==> config.mk <==
export PLATFORM = sky130hd
export DESIGN_NAME = sound_register_write_logger
export DESIGN_NICKNAME = d
export VERILOG_FILES = /design/src/hw/rtl/swl_pkg.sv /design/src/hw/rtl/sound_register_write_logger.sv /design/src/hw/rtl/swl_front.sv /design/src/hw/rtl/swl_queue.sv /design/src/hw/rtl/swl_back.sv
export SDC_FILE = /design/constraint.sdc
export NUM_CORES = 1
export LEC_CHECK = 0
export ABC_AREA = 1
export BUFFER_PORTS_ARGS = -buffer_cell sky130_fd_sc_hd__buf_2
export CAP_MARGIN = 30
export CORE_ASPECT_RATIO = 1.5
export CORE_UTILIZATION = 61
export DETAILED_ROUTE_END_ITERATION = 6
export GPL_TIMING_DRIVEN = 0
export PLACE_DENSITY = 0.8
export SLEW_MARGIN = 0
export SYNTH_ARGS = -nofsm -noshare
export SYNTH_HDL_FRONTEND = slang
export SYNTH_SLANG_ARGS = --single-unit
==> constraint.sdc <==
create_clock -name clk -period 5.8 [get_ports clk]
set_input_delay 0.87 -clock clk [delete_from_list [all_inputs] [get_ports clk]]
set_output_delay 0.87 -clock clk [all_outputs]
set_load 0.005 [all_outputs]
==> src/hw/rtl/swl_pkg.sv <==
`timescale 1ns / 1ps
// Shared types and constants of the sound register write logger.
// Used by swl_front, swl_queue, swl_back and sound_register_write_logger.

package swl_pkg;

    // Width of the pending wait count, which saturates at its top value.
    localparam int WAIT_BITS = 20;

    // Request codes on the cmd field.
    localparam logic [1:0] CMD_START = 2'd0;
    localparam logic [1:0] CMD_TICK  = 2'd1;
    localparam logic [1:0] CMD_WRITE = 2'd2;
    localparam logic [1:0] CMD_STOP  = 2'd3;

    // Command stream bytes.
    localparam logic [7:0] OP_END       = 8'h66;
    localparam logic [7:0] OP_WAIT_NTSC = 8'h62;
    localparam logic [7:0] OP_WAIT_PAL  = 8'h63;
    localparam logic [3:0] OP_WAIT_SHORT_HI = 4'h7;
    localparam logic [7:0] OP_WAIT_LONG = 8'h61;
    localparam logic [7:0] OP_REG_WRITE = 8'hB9;

    // Wait lengths of the one-byte wait commands and the largest long-wait chunk.
    localparam int WAIT_NTSC_LEN  = 735;
    localparam int WAIT_PAL_LEN   = 882;
    localparam int WAIT_SHORT_MAX = 16;
    localparam int WAIT_CHUNK     = 65535;

    // Register window of the sound chip.
    localparam logic [15:0] REG_BASE = 16'h0800;
    localparam logic [15:0] REG_TOP  = 16'h0809;

    // One unit of work handed from the front to the back.
    typedef struct packed {
        logic [WAIT_BITS-1:0] wait_count;  // wait to flush first
        logic                 has_write;   // emit a register write after the wait
        logic                 is_stop;     // emit the end byte after the wait
        logic [3:0]           reg_index;
        logic [7:0]           reg_data;
        logic [31:0]          total;       // sample total for the end byte
    } job_t;

    // Byte sequencer states of the back part.
    typedef enum logic [2:0] {
        ST_IDLE,
        ST_WAIT_CMD,
        ST_WAIT_LO,
        ST_WAIT_HI,
        ST_REG_CMD,
        ST_REG_IDX,
        ST_REG_DATA,
        ST_END
    } back_state_t;

endpackage

==> src/hw/rtl/sound_register_write_logger.sv <==
`timescale 1ns / 1ps
// Top level of the sound register write logger: front, job queue and back.
// Depends on swl_pkg, swl_front, swl_queue and swl_back.
//
//  Channel   Handshake                Payload
//  request   item_valid / item_stall  cmd, tick_samples, reg_address, reg_value
//  output    byte_valid / byte_stall  out_byte, last, sample_total
//
// A request is taken whenever the two-entry job queue has room;
// start, tick and ignored requests never occupy the queue.
// The back sequencer loads a job in its idle state, then emits one byte per
// cycle while the output is not stalled.
// Reset clears recording state, queue and sequencer; the block is ready at once.
// Output stalls hold the output register and back up into the queue.

module sound_register_write_logger (
    input  logic        clk,
    input  logic        rst_n,
    input  logic        item_valid,
    output logic        item_stall,
    input  logic [1:0]  cmd,
    input  logic [15:0] tick_samples,
    input  logic [15:0] reg_address,
    input  logic [7:0]  reg_value,
    output logic        byte_valid,
    input  logic        byte_stall,
    output logic [7:0]  out_byte,
    output logic        last,
    output logic [31:0] sample_total
);

    swl_pkg::job_t new_job;
    swl_pkg::job_t head_job;
    logic          push;
    logic          pop;
    logic          q_full;
    logic          q_empty;

    // Request decoding and recording state.
    swl_front u_front (
        .clk             (clk),
        .rst_n           (rst_n),
        .item_valid      (item_valid),
        .item_stall      (item_stall),
        .cmd             (cmd),
        .tick_samples    (tick_samples),
        .reg_address     (reg_address),
        .reg_value       (reg_value),
        .q_full          (q_full),
        .push            (push),
        .job             (new_job)
    );

    // Job queue between the two sides.
    swl_queue u_queue (
        .clk      (clk),
        .rst_n    (rst_n),
        .push     (push),
        .push_job (new_job),
        .pop      (pop),
        .head_job (head_job),
        .full     (q_full),
        .empty    (q_empty)
    );

    // Byte stream sequencer.
    swl_back u_back (
        .clk          (clk),
        .rst_n        (rst_n),
        .q_empty      (q_empty),
        .head_job     (head_job),
        .pop          (pop),
        .byte_valid   (byte_valid),
        .byte_stall   (byte_stall),
        .out_byte     (out_byte),
        .last         (last),
        .sample_total (sample_total)
    );

endmodule

==> src/hw/rtl/swl_front.sv <==
`timescale 1ns / 1ps
// Front part: accepts requests, keeps the recording state and turns each
// request that causes output into a job. Depends on swl_pkg.

module swl_front (
    input  logic                  clk,
    input  logic                  rst_n,
    input  logic                  item_valid,
    output logic                  item_stall,
    input  logic [1:0]            cmd,
    input  logic [15:0]           tick_samples,
    input  logic [15:0]           reg_address,
    input  logic [7:0]            reg_value,
    input  logic                  q_full,
    output logic                  push,
    output swl_pkg::job_t         job
);

    logic                          recording_reg, recording_next;
    logic [swl_pkg::WAIT_BITS-1:0] pending_reg, pending_next;
    logic [31:0]                   seen_reg, seen_next;

    logic                          accept;
    logic [swl_pkg::WAIT_BITS:0]   wait_sum;
    logic                          in_window;

    // Requests wait while the queue has no room.
    assign item_stall = q_full;
    assign accept     = item_valid && !q_full;

    assign wait_sum  = {1'b0, pending_reg}
                     + (swl_pkg::WAIT_BITS + 1)'(tick_samples);
    assign in_window = (reg_address >= swl_pkg::REG_BASE)
                    && (reg_address <= swl_pkg::REG_TOP);

    // Classify the request and update the recording state.
    always_comb
    begin
        recording_next  = recording_reg;
        pending_next    = pending_reg;
        seen_next       = seen_reg;
        push            = 1'b0;
        job.wait_count  = pending_reg;
        job.has_write   = 1'b0;
        job.is_stop     = 1'b0;
        job.reg_index   = reg_address[3:0];
        job.reg_data    = reg_value;
        job.total       = 32'd0;
        if (accept)
        begin
            unique case (cmd)
                swl_pkg::CMD_START:
                begin
                    if (!recording_reg)
                    begin
                        recording_next = 1'b1;
                        pending_next   = '0;
                        seen_next      = 32'd0;
                    end
                end
                swl_pkg::CMD_TICK:
                begin
                    if (recording_reg)
                    begin
                        // Saturate the wait on carry out of its width.
                        pending_next = wait_sum[swl_pkg::WAIT_BITS]
                                     ? '1 : wait_sum[swl_pkg::WAIT_BITS-1:0];
                        seen_next    = seen_reg + 32'(tick_samples);
                    end
                end
                swl_pkg::CMD_WRITE:
                begin
                    if (recording_reg)
                    begin
                        job.has_write = in_window;
                        push          = in_window || (pending_reg != '0);
                        pending_next  = '0;
                    end
                end
                swl_pkg::CMD_STOP:
                begin
                    if (recording_reg)
                    begin
                        job.is_stop    = 1'b1;
                        job.total      = seen_reg;
                        push           = 1'b1;
                        pending_next   = '0;
                        recording_next = 1'b0;
                    end
                end
                default:
                begin
                end
            endcase
        end
    end

    // Recording state registers.
    always_ff @(posedge clk or negedge rst_n)
    begin
        if (!rst_n)
        begin
            recording_reg <= 1'b0;
            pending_reg   <= '0;
            seen_reg      <= 32'd0;
        end
        else
        begin
            recording_reg <= recording_next;
            pending_reg   <= pending_next;
            seen_reg      <= seen_next;
        end
    end

endmodule

==> src/hw/rtl/swl_queue.sv <==
`timescale 1ns / 1ps
// Two-entry job queue between the front and the back part.
// Depends on swl_pkg for the job type.

module swl_queue (
    input  logic          clk,
    input  logic          rst_n,
    input  logic          push,
    input  swl_pkg::job_t push_job,
    input  logic          pop,
    output swl_pkg::job_t head_job,
    output logic          full,
    output logic          empty
);

    swl_pkg::job_t entry_reg [2];
    logic          wr_ptr_reg, wr_ptr_next;
    logic          rd_ptr_reg, rd_ptr_next;
    logic [1:0]    count_reg, count_next;
    logic          do_push, do_pop;

    assign full     = (count_reg == 2'd2);
    assign empty    = (count_reg == 2'd0);
    assign do_push  = push && !full;
    assign do_pop   = pop && !empty;
    assign head_job = entry_reg[rd_ptr_reg];

    // Pointer and fill count update.
    always_comb
    begin
        wr_ptr_next = do_push ? !wr_ptr_reg : wr_ptr_reg;
        rd_ptr_next = do_pop ? !rd_ptr_reg : rd_ptr_reg;
        count_next  = count_reg + 2'(do_push) - 2'(do_pop);
    end

    always_ff @(posedge clk or negedge rst_n)
    begin
        if (!rst_n)
        begin
            wr_ptr_reg <= 1'b0;
            rd_ptr_reg <= 1'b0;
            count_reg  <= 2'd0;
        end
        else
        begin
            wr_ptr_reg <= wr_ptr_next;
            rd_ptr_reg <= rd_ptr_next;
            count_reg  <= count_next;
        end
    end

    // Entry storage needs no reset.
    always_ff @(posedge clk)
    begin
        if (do_push)
        begin
            entry_reg[wr_ptr_reg] <= push_job;
        end
    end

endmodule

==> src/hw/rtl/swl_back.sv <==
`timescale 1ns / 1ps
// Back part: takes jobs from the queue and emits their command bytes one
// at a time through an output register. Depends on swl_pkg.

module swl_back (
    input  logic          clk,
    input  logic          rst_n,
    input  logic          q_empty,
    input  swl_pkg::job_t head_job,
    output logic          pop,
    output logic          byte_valid,
    input  logic          byte_stall,
    output logic [7:0]    out_byte,
    output logic          last,
    output logic [31:0]   sample_total
);

    swl_pkg::back_state_t          state_reg, state_next;
    logic [swl_pkg::WAIT_BITS-1:0] wait_reg, wait_next;
    logic [15:0]                   chunk_reg, chunk_next;
    logic                          has_write_reg, has_write_next;
    logic                          is_stop_reg, is_stop_next;
    logic [3:0]                    index_reg, index_next;
    logic [7:0]                    data_reg, data_next;
    logic [31:0]                   total_reg, total_next;

    logic                          valid_reg, valid_next;
    logic [7:0]                    byte_reg, byte_next;
    logic                          last_reg, last_next;
    logic [31:0]                   sum_out_reg, sum_out_next;

    logic                          advance;
    swl_pkg::back_state_t          post_wait;
    swl_pkg::back_state_t          after_hi;
    logic [4:0]                    short_code;

    assign byte_valid   = valid_reg;
    assign out_byte     = byte_reg;
    assign last         = last_reg;
    assign sample_total = sum_out_reg;

    // The output register can take a new byte when empty or being taken.
    assign advance = !valid_reg || !byte_stall;

    // What follows once the wait of the current job is flushed.
    always_comb
    begin
        if (has_write_reg)
        begin
            post_wait = swl_pkg::ST_REG_CMD;
        end
        else if (is_stop_reg)
        begin
            post_wait = swl_pkg::ST_END;
        end
        else
        begin
            post_wait = swl_pkg::ST_IDLE;
        end
        after_hi = (wait_reg != '0) ? swl_pkg::ST_WAIT_CMD : post_wait;
    end

    assign short_code = wait_reg[4:0] - 5'd1;

    // Byte sequencer.
    always_comb
    begin
        state_next     = state_reg;
        wait_next      = wait_reg;
        chunk_next     = chunk_reg;
        has_write_next = has_write_reg;
        is_stop_next   = is_stop_reg;
        index_next     = index_reg;
        data_next      = data_reg;
        total_next     = total_reg;
        valid_next     = advance ? 1'b0 : valid_reg;
        byte_next      = byte_reg;
        last_next      = last_reg;
        sum_out_next   = sum_out_reg;
        pop            = 1'b0;

        unique case (state_reg)
            swl_pkg::ST_IDLE:
            begin
                if (!q_empty)
                begin
                    pop            = 1'b1;
                    wait_next      = head_job.wait_count;
                    has_write_next = head_job.has_write;
                    is_stop_next   = head_job.is_stop;
                    index_next     = head_job.reg_index;
                    data_next      = head_job.reg_data;
                    total_next     = head_job.total;
                    if (head_job.wait_count != '0)
                    begin
                        state_next = swl_pkg::ST_WAIT_CMD;
                    end
                    else if (head_job.has_write)
                    begin
                        state_next = swl_pkg::ST_REG_CMD;
                    end
                    else if (head_job.is_stop)
                    begin
                        state_next = swl_pkg::ST_END;
                    end
                    else
                    begin
                        state_next = swl_pkg::ST_IDLE;
                    end
                end
            end
            swl_pkg::ST_WAIT_CMD:
            begin
                if (advance)
                begin
                    valid_next   = 1'b1;
                    sum_out_next = 32'd0;
                    last_next    = 1'b0;
                    // Pick the shortest command for the remaining wait.
                    priority if (wait_reg == swl_pkg::WAIT_BITS'(swl_pkg::WAIT_NTSC_LEN))
                    begin
                        byte_next  = swl_pkg::OP_WAIT_NTSC;
                        wait_next  = '0;
                        state_next = post_wait;
                        last_next  = (post_wait == swl_pkg::ST_IDLE);
                    end
                    else if (wait_reg == swl_pkg::WAIT_BITS'(swl_pkg::WAIT_PAL_LEN))
                    begin
                        byte_next  = swl_pkg::OP_WAIT_PAL;
                        wait_next  = '0;
                        state_next = post_wait;
                        last_next  = (post_wait == swl_pkg::ST_IDLE);
                    end
                    else if (wait_reg <= swl_pkg::WAIT_BITS'(swl_pkg::WAIT_SHORT_MAX))
                    begin
                        byte_next  = {swl_pkg::OP_WAIT_SHORT_HI, short_code[3:0]};
                        wait_next  = '0;
                        state_next = post_wait;
                        last_next  = (post_wait == swl_pkg::ST_IDLE);
                    end
                    else if (wait_reg <= swl_pkg::WAIT_BITS'(swl_pkg::WAIT_CHUNK))
                    begin
                        byte_next  = swl_pkg::OP_WAIT_LONG;
                        chunk_next = wait_reg[15:0];
                        wait_next  = '0;
                        state_next = swl_pkg::ST_WAIT_LO;
                    end
                    else
                    begin
                        byte_next  = swl_pkg::OP_WAIT_LONG;
                        chunk_next = 16'(swl_pkg::WAIT_CHUNK);
                        wait_next  = wait_reg - swl_pkg::WAIT_BITS'(swl_pkg::WAIT_CHUNK);
                        state_next = swl_pkg::ST_WAIT_LO;
                    end
                end
            end
            swl_pkg::ST_WAIT_LO:
            begin
                if (advance)
                begin
                    valid_next   = 1'b1;
                    byte_next    = chunk_reg[7:0];
                    last_next    = 1'b0;
                    sum_out_next = 32'd0;
                    state_next   = swl_pkg::ST_WAIT_HI;
                end
            end
            swl_pkg::ST_WAIT_HI:
            begin
                if (advance)
                begin
                    valid_next   = 1'b1;
                    byte_next    = chunk_reg[15:8];
                    last_next    = (after_hi == swl_pkg::ST_IDLE);
                    sum_out_next = 32'd0;
                    state_next   = after_hi;
                end
            end
            swl_pkg::ST_REG_CMD:
            begin
                if (advance)
                begin
                    valid_next   = 1'b1;
                    byte_next    = swl_pkg::OP_REG_WRITE;
                    last_next    = 1'b0;
                    sum_out_next = 32'd0;
                    state_next   = swl_pkg::ST_REG_IDX;
                end
            end
            swl_pkg::ST_REG_IDX:
            begin
                if (advance)
                begin
                    valid_next   = 1'b1;
                    byte_next    = {4'd0, index_reg};
                    last_next    = 1'b0;
                    sum_out_next = 32'd0;
                    state_next   = swl_pkg::ST_REG_DATA;
                end
            end
            swl_pkg::ST_REG_DATA:
            begin
                if (advance)
                begin
                    valid_next   = 1'b1;
                    byte_next    = data_reg;
                    last_next    = 1'b1;
                    sum_out_next = 32'd0;
                    state_next   = swl_pkg::ST_IDLE;
                end
            end
            swl_pkg::ST_END:
            begin
                if (advance)
                begin
                    valid_next   = 1'b1;
                    byte_next    = swl_pkg::OP_END;
                    last_next    = 1'b1;
                    sum_out_next = total_reg;
                    state_next   = swl_pkg::ST_IDLE;
                end
            end
            default:
            begin
                state_next = swl_pkg::ST_IDLE;
            end
        endcase
    end

    // Control state.
    always_ff @(posedge clk or negedge rst_n)
    begin
        if (!rst_n)
        begin
            state_reg <= swl_pkg::ST_IDLE;
            valid_reg <= 1'b0;
        end
        else
        begin
            state_reg <= state_next;
            valid_reg <= valid_next;
        end
    end

    // Job and output payload registers.
    always_ff @(posedge clk)
    begin
        wait_reg      <= wait_next;
        chunk_reg     <= chunk_next;
        has_write_reg <= has_write_next;
        is_stop_reg   <= is_stop_next;
        index_reg     <= index_next;
        data_reg      <= data_next;
        total_reg     <= total_next;
        byte_reg      <= byte_next;
        last_reg      <= last_next;
        sum_out_reg   <= sum_out_next;
    end

endmodule

==> out/results.ini, run 1 <==
[synth]
synth_area_leaders = edfxtp_1, nand2_1, dfrtp_1
ys_types = 43
post_synth_inst_count = 1827
yosysWarnings = 0
synth_top_area_cell = edfxtp_1
avgSynthCellArea_um2 = 8.776
synth-seq-cells = 316
synth_top_area_share_pct = 47.76
synth_nets = 1917
synth_seq_area_share_pct = 57.28
synthesis.area_um2 = 16030

[placed_design]
dp_hpwl_um = 27760
dpl_worst_slack_ps = 2557
port_buffers = 88
placed_cells = 2255
gp_congestion = 0.9226

[timing]
hold_viol_final = 0
slew_headroom_pct = 37.21
worstMarginPinSlew_ps = 941.7
drv_slew = 0
clock_skew_ps = 17.20
setup_viol = 0
period_minus_slack_ps = 2874
fin_ws_ps = 2926
setup-tns-final_ps = 0
rsz0062_at_grt = false
fmax_mhz = 347.9
whs_ps = 326.2
fin_crit_sh_pct = 49.56

[floorplan]
die_w_um = 134.4
die_area_um2 = 26950
fp.dieH_um = 200.6
start_util_pct = 62.23
num_rows = 72
fp.coreArea_um2 = 25760
ioPinCount = 89

[power_and_ir_drop]
powerDensity_nw_per_um2 = 500.8
irDropWorstVdd_v = 0.0003409
pwr-share-comb_pct = 38.6
intPower_mw = 5.465
pwr-share-seq_pct = 40.8
switching_power_mw = 3.529
leakagePower_nw = 8.248
power_frac_clock_pct = 20.6
p_sw_share_pct = 39.24

[global_route]
grtUsageTotal_pct = 29.56
grt_pass1_wl_um = 62000
grt_pass1_vias = 12683
grt_overflow = 0
grt_max_degree = 39
antenna_found_initial = 0

[critical_path]
worstSetupStartpointType = flip-flop
reg2regPathDepth = 11
critPathLaunch = u_queue.count_reg[1]
crit_fanout = 33
worstReg2RegEnd = u_queue.entry_reg[0][20]
worstPathArrival_ps = 3110
crit_type = reg2reg
reg2reg_slack_ps = 2930
worstPathRequired_ps = 6030
worst_r2r_startpoint = u_queue.count_reg[1]
timing.critical_path.to_type = flip-flop

[clock_tree]
cts_sinks = 316
cts_tree = done
cts_setup_buffers = 0
cts_hold_buf = 0
ctsResizeCount = 0
clk_pin_slew_ps = 80
cts_buffers = 27
clockBufferDepth = 3
clk-insertion-delay-late_ps = 550
h-tree-depth = 1
cts.root.buffer_cell = clkbuf_16

[route]
wirelength_um = 38250
wl_per_cell_um = 16.60
ant_nets = 0
routed_via_density = 5.444
drc = 0
dr_total_vias = 12548
drt_iter0_markers = 1027
firstDrtPassIters = 6

[cells_and_area]
largest_register_ff_count = 132
layout.nets = 2041
mostFrequentLayoutCells = nand2_1, edfxtp_1, inv_1
multi_input_area_um2 = 5744
mostFrequentLayoutCell = nand2_1
layout-drive-gt1-share_pct = 9.635
seqCellArea_um2 = 9184
finish.utilization_pct = 69.70
area_delta_synth_final_pct = 12.00
n_antenna_cell = 0
n_fill_cell = 1979
stdcell_count = 2305

[hold_path]
hp-class = in2async

[run]
cap_viol_max_count = 0

[outcome]
status = completed

-- power by group through the flow --
stage	clock network [mW]	registers (mW)	logic [mW]
2_1_floorplan	0	3.61	2.40
3_3_place_gp	0	3.71	3.22
3_5_place_dp	0	3.70	3.39
4_1_cts	1.87	3.66	3.45
5_1_grt	1.95	3.73	3.93
6_report	1.85	3.67	3.47
-- worst max path at each step --
stage / end / slack [ps] / cells past startpoint
2_1_floorplan: u_queue.entry_reg[1][0] / 970 / 8
3_3_place_gp: u_queue.entry_reg[1][20] / -760 / 9
3_5_place_dp: u_queue.entry_reg[0][19] / 2560 / 11
4_1_cts: u_queue.entry_reg[0][20] / 2920 / 11
5_1_grt: u_queue.entry_reg[0][21] / 2780 / 11
6_report: u_queue.entry_reg[0][20] / 2930 / 11
-- routing by layer --
layer	global-route usage [%]	up-vias	part of all wire [%]
li1	-	6151	-
met4	17.42	0	5.6
met5	0	-	0
met2	51.92	490	50
met3	2.576	118	5.2
met1	35.15	5789	39
-- cells in the mapped netlist, drive strengths merged --
cell type	count
nand2	628
edfxtp	255
inv	238
nor2	227
nand3	112
dfrtp	61
o21ai	55
ha	42
a21oi	39
buf	24
clkbuf	23
nor3	20
xor2	15
a31oi	12
xnor2	12
nand4	10
nand3b	9
o22ai	8
a221oi	7
or2	6
and2	5
a22oi	3
mux2i	3
nor4	3
fa	2
o21bai	2
a41oi	1
clkinv	1
nor3b	1
o211ai	1
o21a	1
o2bb2ai	1
-- area by class of cell --
type,instances,area share [%]
multi-input cells,1225,31.99
well taps,333,2.320
clock inverters,13,0.9615
plain buffers,47,1.310
inverters,239,4.995
repair buffers,95,3.205
flip-flops and latches,316,51.14
clock buffers,37,4.083
-- through the flow --
| stage | total power [mW] | cell area [µm²] |
|---|---|---|
| after floorplan | 6.012 | 16030 |
| after global placement | 6.927 | 16890 |
| after detailed placement | 7.085 | 17050 |
| after CTS | 8.984 | 17960 |
| after global routing | 9.604 | 17960 |
| final | 8.994 | 17960 |
-- worst max-delay path, stage by stage, from the launching register on --
cell and delay (ps):
dfrtp_1 420, inv_2 90, nor2_2 70, nor2_2 170, nand2_1 100, nor2_1 290, inv_2 130, nand3_1 180
inv_1 130, nor2_4 470, buf_16 250, buf_12 220
-- cells by family (layout without fill, tap and decap cells) --
kind of cell | Yosys count | count (layout) | synth area share [%]
AOI/OAI and AO/OA | 130 | 130 | 4.581
xor gates and xnor gates | 27 | 27 | 1.475
adders and majority gates | 44 | 44 | 3.527
buffers and inverters | 286 | 431 | 7.062
DFF | 316 | 316 | 57.28
muxes | 3 | 3 | 0.1873
and+or+nand+nor | 1021 | 1021 | 25.89
Note: power is estimated with default switching activity, not from simulation.
==> inputs of run 2 (changes only) <==
--- a/config.mk
+++ b/config.mk
@@ -9,10 +9,10 @@
 export BUFFER_PORTS_ARGS = -buffer_cell sky130_fd_sc_hd__buf_2
 export CAP_MARGIN = 30
 export CORE_ASPECT_RATIO = 1.5
-export CORE_UTILIZATION = 61
+export CORE_UTILIZATION = 56
 export DETAILED_ROUTE_END_ITERATION = 6
 export GPL_TIMING_DRIVEN = 0
-export PLACE_DENSITY = 0.8
+export PLACE_DENSITY = 0.77
 export SLEW_MARGIN = 0
 export SYNTH_ARGS = -nofsm -noshare
 export SYNTH_HDL_FRONTEND = slang
==> constraint.sdc (replaced) <==
create_clock -name clk -period 2.6 [get_ports clk]
set_input_delay 0.39 -clock clk [delete_from_list [all_inputs] [get_ports clk]]
set_output_delay 0.39 -clock clk [all_outputs]
set_load 0.005 [all_outputs]
==> out/results.ini, run 2 (synthesis results as in run 1) <==
[outcome]
status = completed  ; unchanged

[route]
routed_via_density = 5.298  ; was 5.444
wl_per_cell_um = 15.87  ; was 16.60 µm
drc = 0  ; unchanged
dr_total_vias = 12318  ; was 12548
wirelength_um = 36900  ; was 38250 µm
ant_nets = 0  ; unchanged
firstDrtPassIters = 5  ; was 6
drt_iter0_markers = 781  ; was 1027

[placed_design]
dpl_worst_slack_ps = -44.80  ; was 2557 ps
gp_congestion = 0.9331  ; was 0.9226
dp_hpwl_um = 27540  ; was 27760 µm
port_buffers = 88  ; unchanged
dpl-instance-area_um2 = 17080  ; was 17050 µm²

[floorplan]
fp.coreArea_um2 = 28060  ; was 25760 µm²
fp.dieH_um = 209.2  ; was 200.6 µm
die_area_um2 = 29330  ; was 26950 µm²
die_w_um = 140.2  ; was 134.4 µm
ioPinCount = 89  ; unchanged
num_rows = 75  ; was 72
start_util_pct = 57.15  ; was 62.23%

[clock_tree]
cts_buffers = 27  ; unchanged
clk-insertion-delay-late_ps = 550  ; about the same
clk_pin_slew_ps = 70  ; was 80 ps
h-tree-depth = 1  ; unchanged
clockBufferDepth = 3  ; unchanged
cts.root.buffer_cell = clkbuf_16  ; unchanged
cts_sinks = 316  ; unchanged
cts_tree = done  ; unchanged

[hold_path]
hp-start = reg_value[0]
hp-class = in2reg  ; was in2async
whs_endpoint = u_queue.entry_reg[1][32]
hold_path_depth = 1

[cells_and_area]
n_antenna_cell = 0  ; unchanged
mostFrequentLayoutCells = nand2_1, edfxtp_1, inv_1  ; unchanged
finish.utilization_pct = 64.24  ; was 69.70%
area_delta_synth_final_pct = 12.41  ; was 12.00%
mostFrequentLayoutCell = nand2_1  ; unchanged
largest_register_ff_count = 132  ; unchanged
layout-drive-gt1-share_pct = 10.11  ; was 9.635%
stdcell_area_um2 = 18020  ; was 17960 µm²
layout.nets = 2048  ; was 2041

[timing]
setup_viol = 0  ; unchanged
clock_skew_ps = 10.77  ; was 17.20 ps
hold_viol_final = 0  ; unchanged
worstMarginPinSlew_ps = 931.6  ; was 941.7 ps
drv_slew = 0  ; unchanged
period_minus_slack_ps = 2418  ; was 2874 ps
rsz0062_at_grt = false  ; unchanged
fin_ws_ps = 182.2  ; was 2926 ps
fin_crit_sh_pct = 92.99  ; was 49.56%
slew_headroom_pct = 37.74  ; was 37.21%
fmax_mhz = 413.6  ; was 347.9 MHz

[critical_path]
reg2regPathDepth = 10  ; was 11
crit_chain = inv_1 > ha_1 > nand3_1 > nor2_1 > nand3_1 > nand2_1 > nor2_1 > nand2_1 > nor2_1 > buf_4  ; was inv_2 > nor2_2 > nor2_2 > nand2_1 > nor2_1 > inv_2 > nand3_1 > inv_1 > nor2_4 > buf_16 > buf_12
worstSetupStartpointType = flip-flop  ; unchanged
worst_r2r_startpoint = u_back.wait_reg[0]  ; was u_queue.count_reg[1]
worstReg2RegEnd = u_back.chunk_reg[7]  ; was u_queue.entry_reg[0][20]
crit_fanout = 13  ; was 33
crit_path_max_incr_delay_ps = 500  ; was 470 ps
cpMostUsedCell = nor2_1
crit_buf_inv = 2  ; was 5
slowest_stage = edfxtp_1  ; was nor2_4
critical_path.top_delay_family = simple AND/OR/NAND/NOR gates  ; unchanged
reg2reg_slack_ps = 180  ; was 2930 ps
crit_type = reg2reg  ; unchanged
timing.critical_path.to_type = flip-flop  ; unchanged
worstPathArrival_ps = 2660  ; was 3110 ps
worstPathRequired_ps = 2850  ; was 6030 ps

[global_route]
grt_max_degree = 42  ; was 39
grt_overflow = 0  ; unchanged
grt_pass1_vias = 12259  ; was 12683
grt_pass1_wl_um = 59080  ; was 62000 µm
antenna_found_initial = 0  ; unchanged
grtUsageTotal_pct = 25.69  ; was 29.56%

[power_and_ir_drop]
irDropWorstVdd_v = 0.0005100  ; was 0.0003409 V
powerDensity_nw_per_um2 = 1102  ; was 500.8 nW/µm²
leakagePower_nw = 8.243  ; was 8.248 nW

[run]
cap_viol_max_count = 0  ; unchanged

run 2: changes by cell type in the layout (fill, tap and decap cells not counted), moves of 2 or more:
cell | previous run | this run
buf_4 | 8 | 11
o21ai_2 | 3 | 1
bufinv_16 | 4 | 2
clkinvlp_4 | 1 | 3
o21ai_4 | 0 | 2
nor2_2 | 5 | 8
run 2: cell type report:
cell class	instances	area [µm²]
Timing Repair inverter	1	5.005
Multi-Input combinational cell	1227	5787
Sequential cell	316	9184
Clock buffer	37	733.2
Timing Repair Buffer	99	615.6
Clock inverter	13	130.1
Buffer	47	235.2
Fill cell	2266	10030
Tap cell	346	432.9
Inverter	239	900.9
run 2: layer usage:
| metal | vias up | GRT usage, % | share of wire [%] |
|---|---|---|---|
| met5 | - | 0 | 0 |
| met4 | 0 | 12.92 | 4.3 |
| met3 | 83 | 2.337 | 4.3 |
| met2 | 373 | 46.48 | 51 |
| met1 | 5694 | 30.40 | 40 |
| li1 | 6168 | - | - |
run 2: per-stage QoR:
stage / hold WS (ps) / power [mW] / instances / setup TNS [ps]
final: 35.98 / 19.86 / 2325 / 0
after floorplan: 94.41 / 13.40 / 1827 / -88410
after global placement: 481.5 / 15.41 / 2261 / -262430
after CTS: 18.40 / 19.79 / 2319 / -461.0
after global routing: 18.57 / 21.24 / 2325 / 0
after detailed placement: 409.5 / 15.80 / 2268 / -2026
run 2: how the worst max path moves through the flow:
stage	slack (ps)	cells after the start	to	startpoint
CTS	-20	10	u_queue.entry_reg[0][41]	u_queue.count_reg[1]
floorplan	-680	9	u_queue.entry_reg[1][0]	u_queue.count_reg[1]
global route	4	15	u_front.pending_reg[13]	u_front.pending_reg[0]
finish	180	10	u_back.chunk_reg[7]	u_back.wait_reg[0]
detailed placement	-40	10	u_queue.entry_reg[1][24]	item_valid
global placement	-1800	9	u_queue.entry_reg[1][24]	item_valid
run 2: repair_timing:
action                                  CTS  global route
endpoints found under the setup margin   94           125
pin swaps                                 0             2
endpoints found under the hold margin    20             0
resized for setup                         1             4
hold buffers                              1             0
setup buffers                             0             3
gates cloned                              0             3
run 2: where the power goes:
part / switching (mW) / internal [mW]
Sequential: 0.833 / 7.34
Combinational: 5.22 / 2.51
Clock: 1.77 / 2.19
Total: 7.82 / 12.0
